`config.mk`:
```
export PLATFORM = sky130hd
export DESIGN_NAME = osrb_mem
export DESIGN_NICKNAME = d
export VERILOG_FILES = /design/src/rtl/osrb_pkg.sv /design/src/rtl/osrb_mem.sv
export SDC_FILE = /design/constraint.sdc
export NUM_CORES = 2
export LEC_CHECK = 0
export BUFFER_PORTS_ARGS = -buffer_cell sky130_fd_sc_hd__buf_2
export CORE_MARGIN = 4
export CORE_UTILIZATION = 50
export DETAILED_ROUTE_END_ITERATION = 16
export HOLD_SLACK_MARGIN = 0.15
export PLACE_DENSITY = 0.65
export SLEW_MARGIN = 0
export SYNTH_ARGS = -nofsm -noshare
export SYNTH_HDL_FRONTEND = slang
export SYNTH_SLANG_ARGS = --single-unit
export TNS_END_PERCENT = 50
```
`constraint.sdc`:
```
create_clock -name clk -period 11.4 [get_ports clk]
set_input_delay 1.14 -clock clk [delete_from_list [all_inputs] [get_ports clk]]
set_output_delay 1.14 -clock clk [all_outputs]
set_load 0.03 [all_outputs]
```
`src/rtl/osrb_pkg.sv`:
```
// shared types and constants of the overwrite slot ring buffer
package osrb_pkg;

	localparam int CMD_W      = 2;
	localparam int BYTE_W     = 8;
	localparam int RLEN_W     = 7;
	localparam int FILL_OUT_W = 4;
	localparam int SLOT_OUT_W = 3;
	localparam int THR_W      = 4;

	localparam logic [THR_W-1:0] THR_RESET = 4'd8;

	localparam int PADDR_W   = 3;
	localparam int PDATA_W   = 32;
	localparam int REG_IDX_W = PADDR_W - 2;

	localparam logic [REG_IDX_W-1:0] REG_FULL_THRESHOLD = '0;

	localparam int OUTQ_DEPTH = 3;
	localparam int QCNT_W     = 2;

	typedef enum logic [CMD_W-1:0] {
		CMD_WRITE  = 2'd0,
		CMD_READ   = 2'd1,
		CMD_STATUS = 2'd2
	} cmd_e;

	typedef struct packed {
		logic [BYTE_W-1:0]     out_byte;
		logic                  out_last;
		logic                  ok;
		logic [FILL_OUT_W-1:0] fill_level;
		logic                  full_flag;
		logic                  empty_flag;
		logic [SLOT_OUT_W-1:0] write_slot;
		logic [SLOT_OUT_W-1:0] read_slot;
	} result_t;

endpackage

```
`src/rtl/osrb_mem.sv`:
```
// slot byte memory with one write and one registered read port, cleared after reset
module osrb_mem import osrb_pkg::*; #(
	parameter  int SLOT_COUNT = 8,
	parameter  int SLOT_BYTES = 64,
	localparam int DEPTH      = SLOT_COUNT * SLOT_BYTES,
	localparam int ADDR_W     = $clog2(DEPTH)
) (
	input  logic              clk,
	input  logic              arst_n,
	input  logic              we,
	input  logic [ADDR_W-1:0] waddr,
	input  logic [BYTE_W-1:0] wdata,
	input  logic              re,
	input  logic [ADDR_W-1:0] raddr,
	output logic [BYTE_W-1:0] rdata,
	output logic              busy
);

	logic [BYTE_W-1:0] mem [DEPTH];
	logic [BYTE_W-1:0] rdata_q;
	logic [ADDR_W-1:0] clr_q;
	logic              busy_q;

	assign rdata = rdata_q;
	assign busy  = busy_q;

	always_ff @(posedge clk) begin
		if (busy_q) begin
			mem[clr_q] <= '0;
		end else if (we) begin
			mem[waddr] <= wdata;
		end
		if (re) begin
			rdata_q <= mem[raddr];
		end
	end

	// clearing sweep, one entry per cycle
	always_ff @(posedge clk or negedge arst_n) begin
		if (!arst_n) begin
			busy_q <= 1'b1;
			clr_q  <= '0;
		end else if (busy_q) begin
			clr_q <= clr_q + 1'b1;
			if (clr_q == ADDR_W'(DEPTH - 1)) begin
				busy_q <= 1'b0;
			end
		end
	end

endmodule

```
==> reports/metrics.cfg <==
[grt]
grt_overflow_total = 0
grt_usage = 0.252
grt_max_degree = 222
grt_pass1_wl_mm = 608
grt_pass1_vias = 82325
antenna_found_initial = 21

[critical_path]
path_max_fanout = 68
cp-startpoint = raddr[1]
start_kind = input pin
cp_data_arrival_time_ps = 6580
ff2ff_path_depth = 6
end_kind = flip-flop
reg2reg_to = mem[301][4]
path_class = in -> reg
worstPathRequired_ps = 12200
r2r_start = busy
r2r_setup_slack_ps = 6290
endpoint = rdata[2]

[detailed_routing]
drc_errors = 0
via_per_inst = 6.45
firstDrtPassIters = 7
finalWirelength_mm = 425
antenna_left = 0
vias = 83226
wl_per_cell_um = 32.9
drtIter0Drc = 11897

[final_layout]
final_util = 0.554
fin_nets = 8266
drive_gt1_frac = 0.186
final_area_sq_mm = 0.179
nFillCells = 24045
area_delta_synth_final_pct = 10.3

[run]
drv_cap = 4

[cts]
clk_pin_slew_ps = 60
cts_tree = built
clockBufferDepth = 4
clockRootBuffer = clkbuf_16
h-tree-depth = 5
cts_buffers = 405
clock_latency_ps = 960
clkSinkCount = 4114

[sta]
setup_violations = 0
fmax_mhz = 173
worst_pin_slew_ps = 1770
min_period_ps = 5770
tns_ps = 0
skew_ps = 54.9
slew_viol_final = 113
rsz0062_at_grt = no
period_share = 0.506
hold_viol_final = 0
slew_headroom = -0.177

[die]
fp-row-count = 209
die_area_sq_mm = 0.334
num_io_pins = 39
fp.coreArea_sq_mm = 0.324
die_h_um = 578
start_util = 0.502
die_w_um = 578

[logic_synthesis]
synth-edff-count = 4104
ys.flop_type = edfxtp_1
synth_area_leaders = edfxtp_1 (76%), mux4_2 (9.7%), mux2i_1 (3.5%)
synth_largest_area_cell = edfxtp_1
async_reset_ff_frac = 0.00243
syn-cell-area_sq_mm = 0.163
synth_cell_type_count = 78
synth_warnings = 0
syn_area_per_cell_sq_um = 19.9
synth_top_area_frac = 0.758
syn_inst = 8164
synth_fp_nets = 8196
synth_seq_cells = 4114
seq_area_frac_synth = 0.759

[worst_hold_path]
hp-class = reg -> reg

[power_and_ir_drop]
vdd_drop_max_mv = 0.139
p_leak_uw = 0.0591
powerDensity_mw_per_mm2 = 175

[placed_design]
hpwl_mm = 253
io_buffers = 38
place_area_sq_mm = 0.166
gp_congestion = 0.914

[run_status]
violations = max-capacitance violations, max-slew violations
outcome = finished with violations

worst min path at each step:
stage | start | endpoint | cells after the start
floorplan | clr_q[7] | clr_q[7] | 1
global placement | clr_q[7] | clr_q[7] | 1
detailed placement | clr_q[7] | clr_q[7] | 1
CTS | arst_n | clr_q[0] | 2
global route | clr_q[7] | clr_q[7] | 1
finish | clr_q[7] | clr_q[7] | 1
cell families (layout without fill, tap and decap cells):
| family | after synthesis | count (layout) | share of synthesized area |
|---|---|---|---|
| compound gates | 877 | 877 | 0.0377 |
| mux | 1378 | 1378 | 0.144 |
| xor+xnor | 7 | 7 | 0.000377 |
| other cells | 0 | 14 | 0 |
| flops | 4114 | 4114 | 0.759 |
| simple gates | 1255 | 1255 | 0.0355 |
| buf+inv | 531 | 937 | 0.0231 |
| fa+ha+maj | 2 | 2 | 0.000154 |
final cells by class:
cell class / count / area [sq um] / area share
diodes: 14 / 35.0 / 0.000195
clock buffers: 494 / 10600 / 0.0590
clock inverters: 249 / 2480 / 0.0138
inverters: 9 / 46.3 / 0.000258
multi-input cells: 3519 / 35700 / 0.199
flip-flops and latches: 4114 / 123000 / 0.688
well taps: 4325 / 5410 / 0.0302
repair buffers: 185 / 1670 / 0.00933
per-layer routing:
metal | vias to the layer above | global-route usage | routed length, um
met5 | - | 0 | 262
met4 | 12 | 0.0778 | 14700
met3 | 787 | 0.0588 | 45800
met2 | 4638 | 0.384 | 197000
met1 | 43753 | 0.364 | 167000
li1 | 34036 | - | -
flip-flops by register name, summed over array words and instances, names as in the netlist:
signal  cells
mem      4096
clr_q       9
rdata       8
busy        1
stage by stage:
| step | cells | hold slack (ps) | power, uW | setup slack (ps) |
|---|---|---|---|---|
| 2_1_floorplan | 8164 | 458 | 18000 | 1540 |
| 3_3_place_gp | 12146 | 513 | 18400 | 4450 |
| 3_5_place_dp | 12149 | 512 | 18400 | 4780 |
| 4_1_cts | 12893 | 492 | 31500 | 5790 |
| 5_1_grt | 12901 | 550 | 32300 | 5720 |
| 6_report | 12909 | 516 | 31400 | 5630 |
cells in the final DEF (no fill, tap or decap), types with 76 or more instances in the layout:
cell / synthesis / layout
edfxtp_1: 4104 / 4104
o221ai_1: 199 / 199
a21oi_1: 171 / 171
buf_4: 46 / 117
nor2_1: 602 / 601
o21ai_0: 93 / 93
clkbuf_1: 211 / 84
mux2i_1: 573 / 573
clkinv_2: 0 / 76
clkinv_1: 0 / 99
mux4_2: 699 / 699
o22ai_1: 177 / 177
nand2_1: 249 / 232
clkbuf_16: 0 / 410
Yosys cell counts, drive strengths merged, types with 7 or more instances:
master,count
a2111oi,44
a211oi,61
a21oi,171
a221o,13
a221oi,16
a22oi,22
a2bb2oi,8
and2,26
and4,7
buf,306
clkbuf,216
dfrtp,9
edfxtp,4104
inv,9
mux2,59
mux2i,573
mux4,746
nand2,249
nand2b,29
nand3,47
nand3b,8
nand4,35
nor2,602
nor2b,9
nor3,76
nor3b,8
nor4,61
nor4b,9
nor4bb,7
o2111ai,8
o211ai,10
o21ai,97
o221ai,202
o22a,11
o22ai,177
o31ai,8
or2,37
or3,18
or4bb,7
what timing repair did:
action | 4_1_cts | 5_1_grt
hold endpoints to repair | 9 | 0
gates resized for setup | 0 | 0
hold buffers | 1 | 0
setup buffers | 0 | 0
where the power goes:
| group | total [uW] | internal, uW | switching, uW |
|---|---|---|---|
| clock network | 13300 | 7620 | 5640 |
| registers | 16700 | 16700 | 9.60 |
| logic | 1470 | 446 | 1020 |
| total | 31400 | 24700 | 6680 |
critical path, stage by stage:
cell and delay (ps):
buf_8 460, buf_4 650, buf_4 520, buf_4 630, mux4_2 340, and2_0 130, a211oi_1 60, nor3_1 830
nor2_1 120, a311oi_1 1220, and4_1 310
Note: power is estimated with default switching activity, not from simulation.
