## config.mk

```make
export PLATFORM = sky130hd
export DESIGN_NAME = osrb_apb
export DESIGN_NICKNAME = d
export VERILOG_FILES = /design/src/rtl/osrb_pkg.sv /design/src/rtl/osrb_apb.sv
export SDC_FILE = /design/constraint.sdc
export NUM_CORES = 1
export LEC_CHECK = 0
export BUFFER_PORTS_ARGS = -buffer_cell sky130_fd_sc_hd__clkbuf_2
export CAP_MARGIN = 20
export CELL_PAD_IN_SITES_DETAIL_PLACEMENT = 0
export CELL_PAD_IN_SITES_GLOBAL_PLACEMENT = 1
export CORE_UTILIZATION = 17
export CTS_BUF_LIST = sky130_fd_sc_hd__clkbuf_4 sky130_fd_sc_hd__clkbuf_8
export DETAILED_ROUTE_END_ITERATION = 10
export GPL_ROUTABILITY_DRIVEN = 0
export PLACE_DENSITY_LB_ADDON = 0.15
export SKIP_LAST_GASP = 1
export SYNTH_ARGS = -nofsm -noshare
export SYNTH_HDL_FRONTEND = slang
export SYNTH_SLANG_ARGS = --single-unit
```

## constraint.sdc

```tcl
create_clock -name clk -period 2.4 [get_ports clk]
set_input_delay 0.48 -clock clk [delete_from_list [all_inputs] [get_ports clk]]
set_output_delay 0.48 -clock clk [all_outputs]
set_load 0.01 [all_outputs]
```

## src/rtl/osrb_pkg.sv

```systemverilog
// shared types and constants of the overwrite slot ring buffer
package osrb_pkg;

	localparam int CMD_W      = 2;
	localparam int BYTE_W     = 8;
	localparam int RLEN_W     = 7;
	localparam int FILL_OUT_W = 4;
	localparam int SLOT_OUT_W = 3;
	localparam int THR_W      = 4;

	localparam logic [THR_W-1:0] THR_RESET = 4'd8;

	localparam int PADDR_W   = 3;
	localparam int PDATA_W   = 32;
	localparam int REG_IDX_W = PADDR_W - 2;

	localparam logic [REG_IDX_W-1:0] REG_FULL_THRESHOLD = '0;

	localparam int OUTQ_DEPTH = 3;
	localparam int QCNT_W     = 2;

	typedef enum logic [CMD_W-1:0] {
		CMD_WRITE  = 2'd0,
		CMD_READ   = 2'd1,
		CMD_STATUS = 2'd2
	} cmd_e;

	typedef struct packed {
		logic [BYTE_W-1:0]     out_byte;
		logic                  out_last;
		logic                  ok;
		logic [FILL_OUT_W-1:0] fill_level;
		logic                  full_flag;
		logic                  empty_flag;
		logic [SLOT_OUT_W-1:0] write_slot;
		logic [SLOT_OUT_W-1:0] read_slot;
	} result_t;

endpackage

```

## src/rtl/osrb_apb.sv

```systemverilog
// apb register block holding the full threshold
module osrb_apb import osrb_pkg::*; (
	input  logic               clk,
	input  logic               arst_n,
	input  logic               psel,
	input  logic               penable,
	input  logic               pwrite,
	input  logic [PADDR_W-1:0] paddr,
	input  logic [PDATA_W-1:0] pwdata,
	output logic [PDATA_W-1:0] prdata,
	output logic               pready,
	output logic [THR_W-1:0]   thr
);

	logic [THR_W-1:0] thr_q;
	logic             sel_thr;

	assign sel_thr = (paddr[PADDR_W-1:2] == REG_FULL_THRESHOLD);
	assign pready  = 1'b1;
	assign prdata  = sel_thr ? PDATA_W'(thr_q) : '0;
	assign thr     = thr_q;

	always_ff @(posedge clk or negedge arst_n) begin
		if (!arst_n) begin
			thr_q <= THR_RESET;
		end else if (psel && penable && pwrite && pready && sel_thr) begin
			thr_q <= pwdata[THR_W-1:0];
		end
	end

endmodule

```

==> impl_metrics.ini, run 1 <==
[synthesis]
yosysWarnings = 0
syn_inst = 44
ys_ff_latch = 4
ys_seq_area_share_pct = 23.5
synth_cell_types = 7
synth_area_um2 = 430
syn_avg_cell_area_um2 = 9.78

[setup_path]
regToRegStartpoint = thr[2]
rrSetupSlack_ns = 1.62
crit_end = prdata[3]
cpPeakStageDelay_ns = 0.53
crit_fanout = 3
cp-end-kind = output port
crit_buf_inv = 1
crit_path_start_kind = flip-flop
worstPathArrival_ns = 1.02
required_ns = 1.92
critical_path_class = reg2out
r2r_cells = 1
startpoint = thr[3]
r2r_end = thr[2]
path_delay_family = flip-flops
cp_cell_sequence = and2b_2 -> clkbuf_2
critPathSlowestCell = dfstp_2
worst-path-stages = 2

[sta]
finClkSkew_ns = 0
hold_ws_ns = 0.0351
finalHoldViolations = 0
finalCriticalPeriod_ns = 1.50
finalSetupViolCount = 0
rsz0062_at_grt = false
tns_ns = 0
min_period_over_period_pct = 62.6
final_max_slew_viol_count = 0
max_freq_ghz = 0.666

[power_and_ir_drop]
power_frac_comb_pct = 31.2
p_int_uw = 199
p_leak_nw = 0.285
ir_worst_vdd_v = 0.000119
p_switching_uw = 96.3
swShare_pct = 32.6
p_per_area_nw_per_um2 = 636
p_seq_share_pct = 32.8
clkPwrFrac_pct = 36.0

[route]
avgViaCountPerCell = 2.80
wl_um = 651
drc = 0
drt_pre_antenna_iters = 1
post_drt_wl_per_cell_um = 7.15
dr.first_iter.drc_count = 0
detail-route-antenna-nets = 0
routed-via-count = 255

[global_routing]
groute.usage.overall_pct = 5.51
grt_pass1_vias = 222
grt_first_pass_wirelength_um = 945
grt_max_degree = 6
grt_overflow = 0
grt_antenna_before_repair = 0

[clock_tree]
numCtsBuffers = 3
cts_sinks = 4
path_clk_slew_ns = 0.05
postCtsHoldBufs = 0
cts_root_buffer = clkbuf_4
cts_setup_buffers = 0
cts_tree = yes
htreeDepth = 1
cts_buffer_depth = 2
cts.repair.resized = 0
clock_latency_ns = 0.24

[floorplan]
die_h_um = 52.3
coreArea_um2 = 2300
io_pins = 77
start_util_pct = 18.7
die_w_um = 52.3
dieArea_um2 = 2740
core.rowCount = 17

[run_status]
status = finished, final reports clean

[run]
maxCapViolations = 0

[layout]
utilization_pct = 20.2
postLayoutCellArea_um2 = 464
multi_input_area_um2 = 213
nets = 104
nFillCells = 264
regArea_um2 = 101
diodes = 0
drive_above_1_share_pct = 49.2
final_cell_mix = conb_1, clkbuf_2, and2b_2, mux2_2, clkbuf_4
area_growth_syn_to_layout_pct = 7.85
largest_register_ffs = 4
layout_commonest_cell = conb_1

[worst_hold_path]
hp-class = in2async

[place]
placed_cell_area_um2 = 434
io_buffer_count = 17
synth_stat cells:
cell | count | area, um^2
buf_4 | 29 | 218
and2b_2 | 4 | 35.0
mux2_2 | 4 | 45.0
dfrtp_1 | 3 | 75.1
conb_1 | 2 | 7.51
dfstp_2 | 1 | 26.3
nand4b_4 | 1 | 23.8
power groups by stage:
stage	Sequential, mW	Clock (mW)	Combinational, mW
after floorplan	0.102	0	0.0839
after global placement	0.0982	0	0.0931
after detailed placement	0.0985	0	0.0929
after CTS	0.0976	0.113	0.0930
after global routing	0.100	0.118	0.102
final	0.0969	0.106	0.0921
kinds of logic after synthesis:
group	synth area share (%)
AND/OR/NAND/NOR	13.7
multiplexers	10.5
flip-flops	23.5
buffers and inverters	50.6
other	1.74
area by class of cell:
type / instances / area share (%)
Multi-Input combinational cell: 38 / 45.8
Clock buffer: 4 / 6.47
Sequential cell: 4 / 21.8
Tap cell: 28 / 7.55
Timing Repair Buffer: 17 / 18.3
metrics by stage:
step / setup WS (ns) / instances / power (mW)
finish: 0.898 / 91 / 0.295
global route: 0.858 / 91 / 0.320
CTS: 0.884 / 91 / 0.304
detailed placement: 0.977 / 87 / 0.191
global placement: 0.987 / 87 / 0.191
floorplan: 1.22 / 71 / 0.186
worst min path at each step:
stage | from | to | slack [ns]
after global placement | arst_n | thr[2] | 0.30
after global routing | arst_n | thr[1] | 0.03
after detailed placement | arst_n | thr[0] | 0.30
after CTS | arst_n | thr[0] | 0.03
after floorplan | arst_n | thr[0] | 0.18
final | arst_n | thr[0] | 0.04
layer usage:
| layer | routed length, um | track usage (%) |
|---|---|---|
| met1 | 214 | 4.14 |
| met2 | 360 | 8.65 |
| met3 | 76 | 3.48 |
| met4 | 0 | 6.58 |
| met5 | 0 | 0 |
Power figures use the tool's default switching activity.
==> run 2, diff against run 1 <==
- ABC_AREA: default -> 1
- CORE_UTILIZATION: 17 -> 15
- clock period: 2.4 -> 1.4 ns (I/O delays scaled with it)
==> impl_metrics.ini, run 2 <==
[global_routing]
grt_pass1_vias = 259
grt_first_pass_wirelength_mm = 1.15
grt_max_degree = 6
grt_overflow = 0
groute.usage.overall_pct = 5.13
grt_antenna_before_repair = 0

[worst_hold_path]
hp-class = in2reg

[synthesis]
ys_seq_area_share_pct = 23.0
synth_commonest_cells = buf_4, nand2_1, inv_1
async_flop_share_pct = 100
synth_area_leader_cell = buf_4
yosysWarnings = 0
syn_avg_cell_area_um2 = 7.34
syn_inst = 60
synthMuxAreaShare_pct = 0
synth.top_cell.area_share_pct = 49.4
synth_edf_count = 0
ys.flop_type = dfrtp_1
synth_area_leaders = buf_4, dfrtp_1, nand2_1
yosys.area_share.simple_pct = 20.7
synth_area_um2 = 440
synth_compound_area_share_pct = 0
synth_top_family_by_area = buffers and inverters
synthAdderAreaFrac_pct = 0
synth_xor_area_share_pct = 0
synth_cell_types = 10
synth_most_common_cell = buf_4
ys_ff_latch = 4

[route]
detail-route-antenna-nets = 0
drt_pre_antenna_iters = 2
dr.first_iter.drc_count = 7
post_drt_wl_per_cell_um = 6.24
drc = 0
routed-via-count = 320
wl_um = 693
avgViaCountPerCell = 2.88

[setup_path]
critical_path_class = reg2out
r2r_cells = 2
cp-end-kind = output port
r2r_end = thr[3]
regToRegStartpoint = thr[3]
rrSetupSlack_ns = 0.71
required_ns = 1.12
worstPathArrival_ns = 1.01
crit_fanout = 3
startpoint = thr[3]
crit_path_start_kind = flip-flop
crit_end = prdata[3]

[clock_tree]
cts_setup_buffers = 0
clock_latency_ns = 0.24
cts_buffer_depth = 2
cts_tree = yes
cts_root_buffer = clkbuf_4
htreeDepth = 1
cts_sinks = 4
numCtsBuffers = 3
path_clk_slew_ns = 0.04

[layout]
regArea_um2 = 101
multi_input_area_um2 = 200
drive_above_1_share_pct = 30.0
layout_commonest_cell = conb_1
largest_register_ffs = 4
diodes = 0
nFillCells = 325
final_cell_mix = conb_1, clkbuf_2, nand2_1, inv_1
nets = 121
area_growth_syn_to_layout_pct = 10.8

[power_and_ir_drop]
swShare_pct = 34.3
power_frac_comb_pct = 30.1
ir_worst_vdd_v = 0.000143
p_int_uw = 318
p_leak_nw = 0.321
clkPwrFrac_pct = 36.9
p_seq_share_pct = 33.0
p_switching_uw = 166
p_total_uw = 484
p_per_area_nw_per_um2 = 991

[sta]
finalSetupViolCount = 0
final_max_slew_viol_count = 0
finalHoldViolations = 0
tns_ns = 0
finalCriticalPeriod_ns = 1.29
fin_ws_ns = 0.105
finClkSkew_ns = 0
max_freq_ghz = 0.772
rsz0062_at_grt = false
min_period_over_period_pct = 92.5

[run_status]
status = finished, final reports clean

[floorplan]
io_pins = 77
coreArea_um2 = 2760
core.rowCount = 19
dieArea_um2 = 3160
die_w_um = 56.2
start_util_pct = 16.0
die_h_um = 56.2

[place]
dp.final_hpwl_um = 641
place_ws_ns = 0.341
io_buffer_count = 17

[run]
maxCapViolations = 0
==> run 2: cells by family (layout without fill, tap and decap cells) <==
logic type / after synthesis / in the layout
other cells: 2 / 29
flops: 4 / 4
buf+inv: 35 / 28
simple gates: 19 / 19
==> run 2: timing repair <==
action,in CTS,in global routing
endpoints found under the hold margin,3,0
resized for setup,0,0
hold buffers,1,0
==> run 2: layer usage <==
layer  share of wire, %  track usage [%]  vias up
li1                   -                -      158
met2                 47             7.31       27
met3                 16             2.79        3
met5                  0                0        -
met4                4.2             5.23        0
met1                 33             5.10      132
==> run 2: worst min path at each step <==
stage | startpoint | endpoint | slack, ns | cells past startpoint
after CTS | pwdata[3] | thr[3] | 0.24 | 3
after global routing | pwdata[3] | thr[3] | 0.25 | 3
after detailed placement | arst_n | thr[2] | 0.09 | 1
final | pwdata[3] | thr[3] | 0.25 | 3
after floorplan | arst_n | thr[0] | -0.02 | 0
after global placement | arst_n | thr[2] | 0.09 | 1
==> run 2: worst max-delay path, stage by stage, from the launching register on <==
cell and delay, ns:
dfstp_2 0.53, inv_1 0.04, nor2_1 0.08, clkbuf_2 0.13
==> run 2: through the flow <==
stage                     instances  area, um^2  util, %  hold WS [ns]
after floorplan                  87         542        -       -0.0156
after global placement          106         448     16.2        0.0940
after detailed placement        106         448     16.2        0.0941
after CTS                       111         488     17.7         0.242
after global routing            111         488     17.7         0.251
final                           111         488     17.7         0.248
==> run 2: cell type report <==
cell class	instances	area share [%]
timing repair buffer	18	19.5
clock buffer	4	6.15
sequential	4	20.8
tap	31	7.95
multi-input combinational	48	41.0
inverter	6	4.62
==> run 2: power by group through the flow <==
stage	sequential (mW)	clock, mW	combinational, mW
after floorplan	0.169	0	0.139
after CTS	0.162	0.188	0.148
after global placement	0.162	0	0.146
after detailed placement	0.163	0	0.146
final	0.160	0.178	0.145
after global routing	0.165	0.195	0.166
==> run 3, diff against run 2 <==
- BUFFER_PORTS_ARGS: -buffer_cell sky130_fd_sc_hd__clkbuf_2 -> -buffer_cell sky130_fd_sc_hd__buf_2
- PLACE_DENSITY_LB_ADDON: 0.15 -> 0.1
==> impl_metrics.ini, run 3 (same netlist as run 2, synthesis figures left out) <==
[route]
routed-via-count = 309
dr.first_iter.drc_count = 0
post_drt_wl_per_cell_um = 6.37
avgViaCountPerCell = 2.78
drc = 0
detail-route-antenna-nets = 0
drt_pre_antenna_iters = 1
wl_um = 707

[sta]
final_max_slew_viol_count = 0
hold_ws_ns = 0.276
finalSetupViolCount = 0
rsz0062_at_grt = false
finalHoldViolations = 0
min_period_over_period_pct = 90.6
fin_ws_ns = 0.132
tns_ns = 0
max_freq_ghz = 0.789
finClkSkew_ns = 0
finalCriticalPeriod_ns = 1.27

[setup_path]
crit_path_start_kind = flip-flop
required_ns = 1.12
cp-end-kind = output port
r2r_end = thr[3]
crit_fanout = 3
regToRegStartpoint = thr[3]
critical_path_class = reg2out
worstPathArrival_ns = 0.99
rrSetupSlack_ns = 0.71
r2r_cells = 2

[global_routing]
grt_max_degree = 6
grt_pass1_vias = 246
grt_overflow = 0
groute.usage.overall_pct = 5.03
grt_antenna_before_repair = 0
grt_first_pass_wirelength_mm = 1.14

[clock_tree]
cts_setup_buffers = 0
cts_tree = yes
cts.repair.resized = 0
path_clk_slew_ns = 0.04
numCtsBuffers = 3
cts_buffer_depth = 2
cts_root_buffer = clkbuf_4
cts_sinks = 4
postCtsHoldBufs = 1
clock_latency_ns = 0.24
htreeDepth = 1

[place]
place_ws_ns = 0.362
placed_cell_area_um2 = 448
dp.final_hpwl_um = 637
place_inst = 106
io_buffer_count = 17

[power_and_ir_drop]
p_int_uw = 318
swShare_pct = 33.9
p_total_uw = 481
power_frac_comb_pct = 30.2
ir_worst_vdd_v = 0.000199
p_per_area_nw_per_um2 = 987
p_switching_uw = 163
clkPwrFrac_pct = 36.7
p_leak_nw = 0.323
p_seq_share_pct = 33.0

[layout]
fin_cells = 111
utilization_pct = 17.7
nets = 121
drive_above_1_share_pct = 30.0
layout_commonest_cell = conb_1
final_cell_mix = conb_1, buf_2, nand2_1, inv_1
nFillCells = 330
largest_register_ffs = 4
diodes = 0
area_growth_syn_to_layout_pct = 10.8
postLayoutCellArea_um2 = 488

[worst_hold_path]
hp-class = in2reg
hold_end = thr[0]
hp-start = pwdata[0]
min_path_cells = 3

[run_status]
status = finished, final reports clean

[floorplan]
core.rowCount = 19
dieArea_um2 = 3160
coreArea_um2 = 2760
io_pins = 77
die_w_um = 56.2
start_util_pct = 16.0
die_h_um = 56.2

[run]
maxCapViolations = 0
[run 3: area by class of cell]
type / count / area (um^2) / share of cell area [%]
Timing Repair Buffer: 18 / 95.1 / 19.5
Inverter: 6 / 22.5 / 4.62
Sequential cell: 4 / 101 / 20.8
Multi-Input combinational cell: 48 / 200 / 41.0
Tap cell: 31 / 38.8 / 7.95
Clock buffer: 4 / 30.0 / 6.15
[run 3: worst max path at each step]
stage | startpoint | cells after the start | end
global route | thr[3] | 3 | prdata[3]
detailed placement | thr[3] | 3 | prdata[3]
finish | thr[3] | 3 | prdata[3]
floorplan | thr[3] | 2 | prdata[3]
global placement | thr[3] | 3 | prdata[3]
CTS | thr[3] | 3 | prdata[3]
[run 3: power groups by stage]
stage	clock network, mW	logic (mW)	registers (mW)
after CTS	0.184	0.148	0.160
after floorplan	0	0.139	0.169
final	0.177	0.146	0.159
after global routing	0.191	0.167	0.164
after global placement	0	0.146	0.161
after detailed placement	0	0.146	0.162
[run 3: critical path, stage by stage, from the launching register on]
cell and delay (ns):
dfstp_2 0.53, inv_1 0.04, nor2_1 0.07, buf_2 0.13
[run 3: layer usage]
layer	vias up	wire, um	global-route usage (%)
met1	125	298	5.67
met3	0	82	2.33
li1	158	-	-
met4	0	0	4.18
met5	-	0	0
met2	26	326	7.14
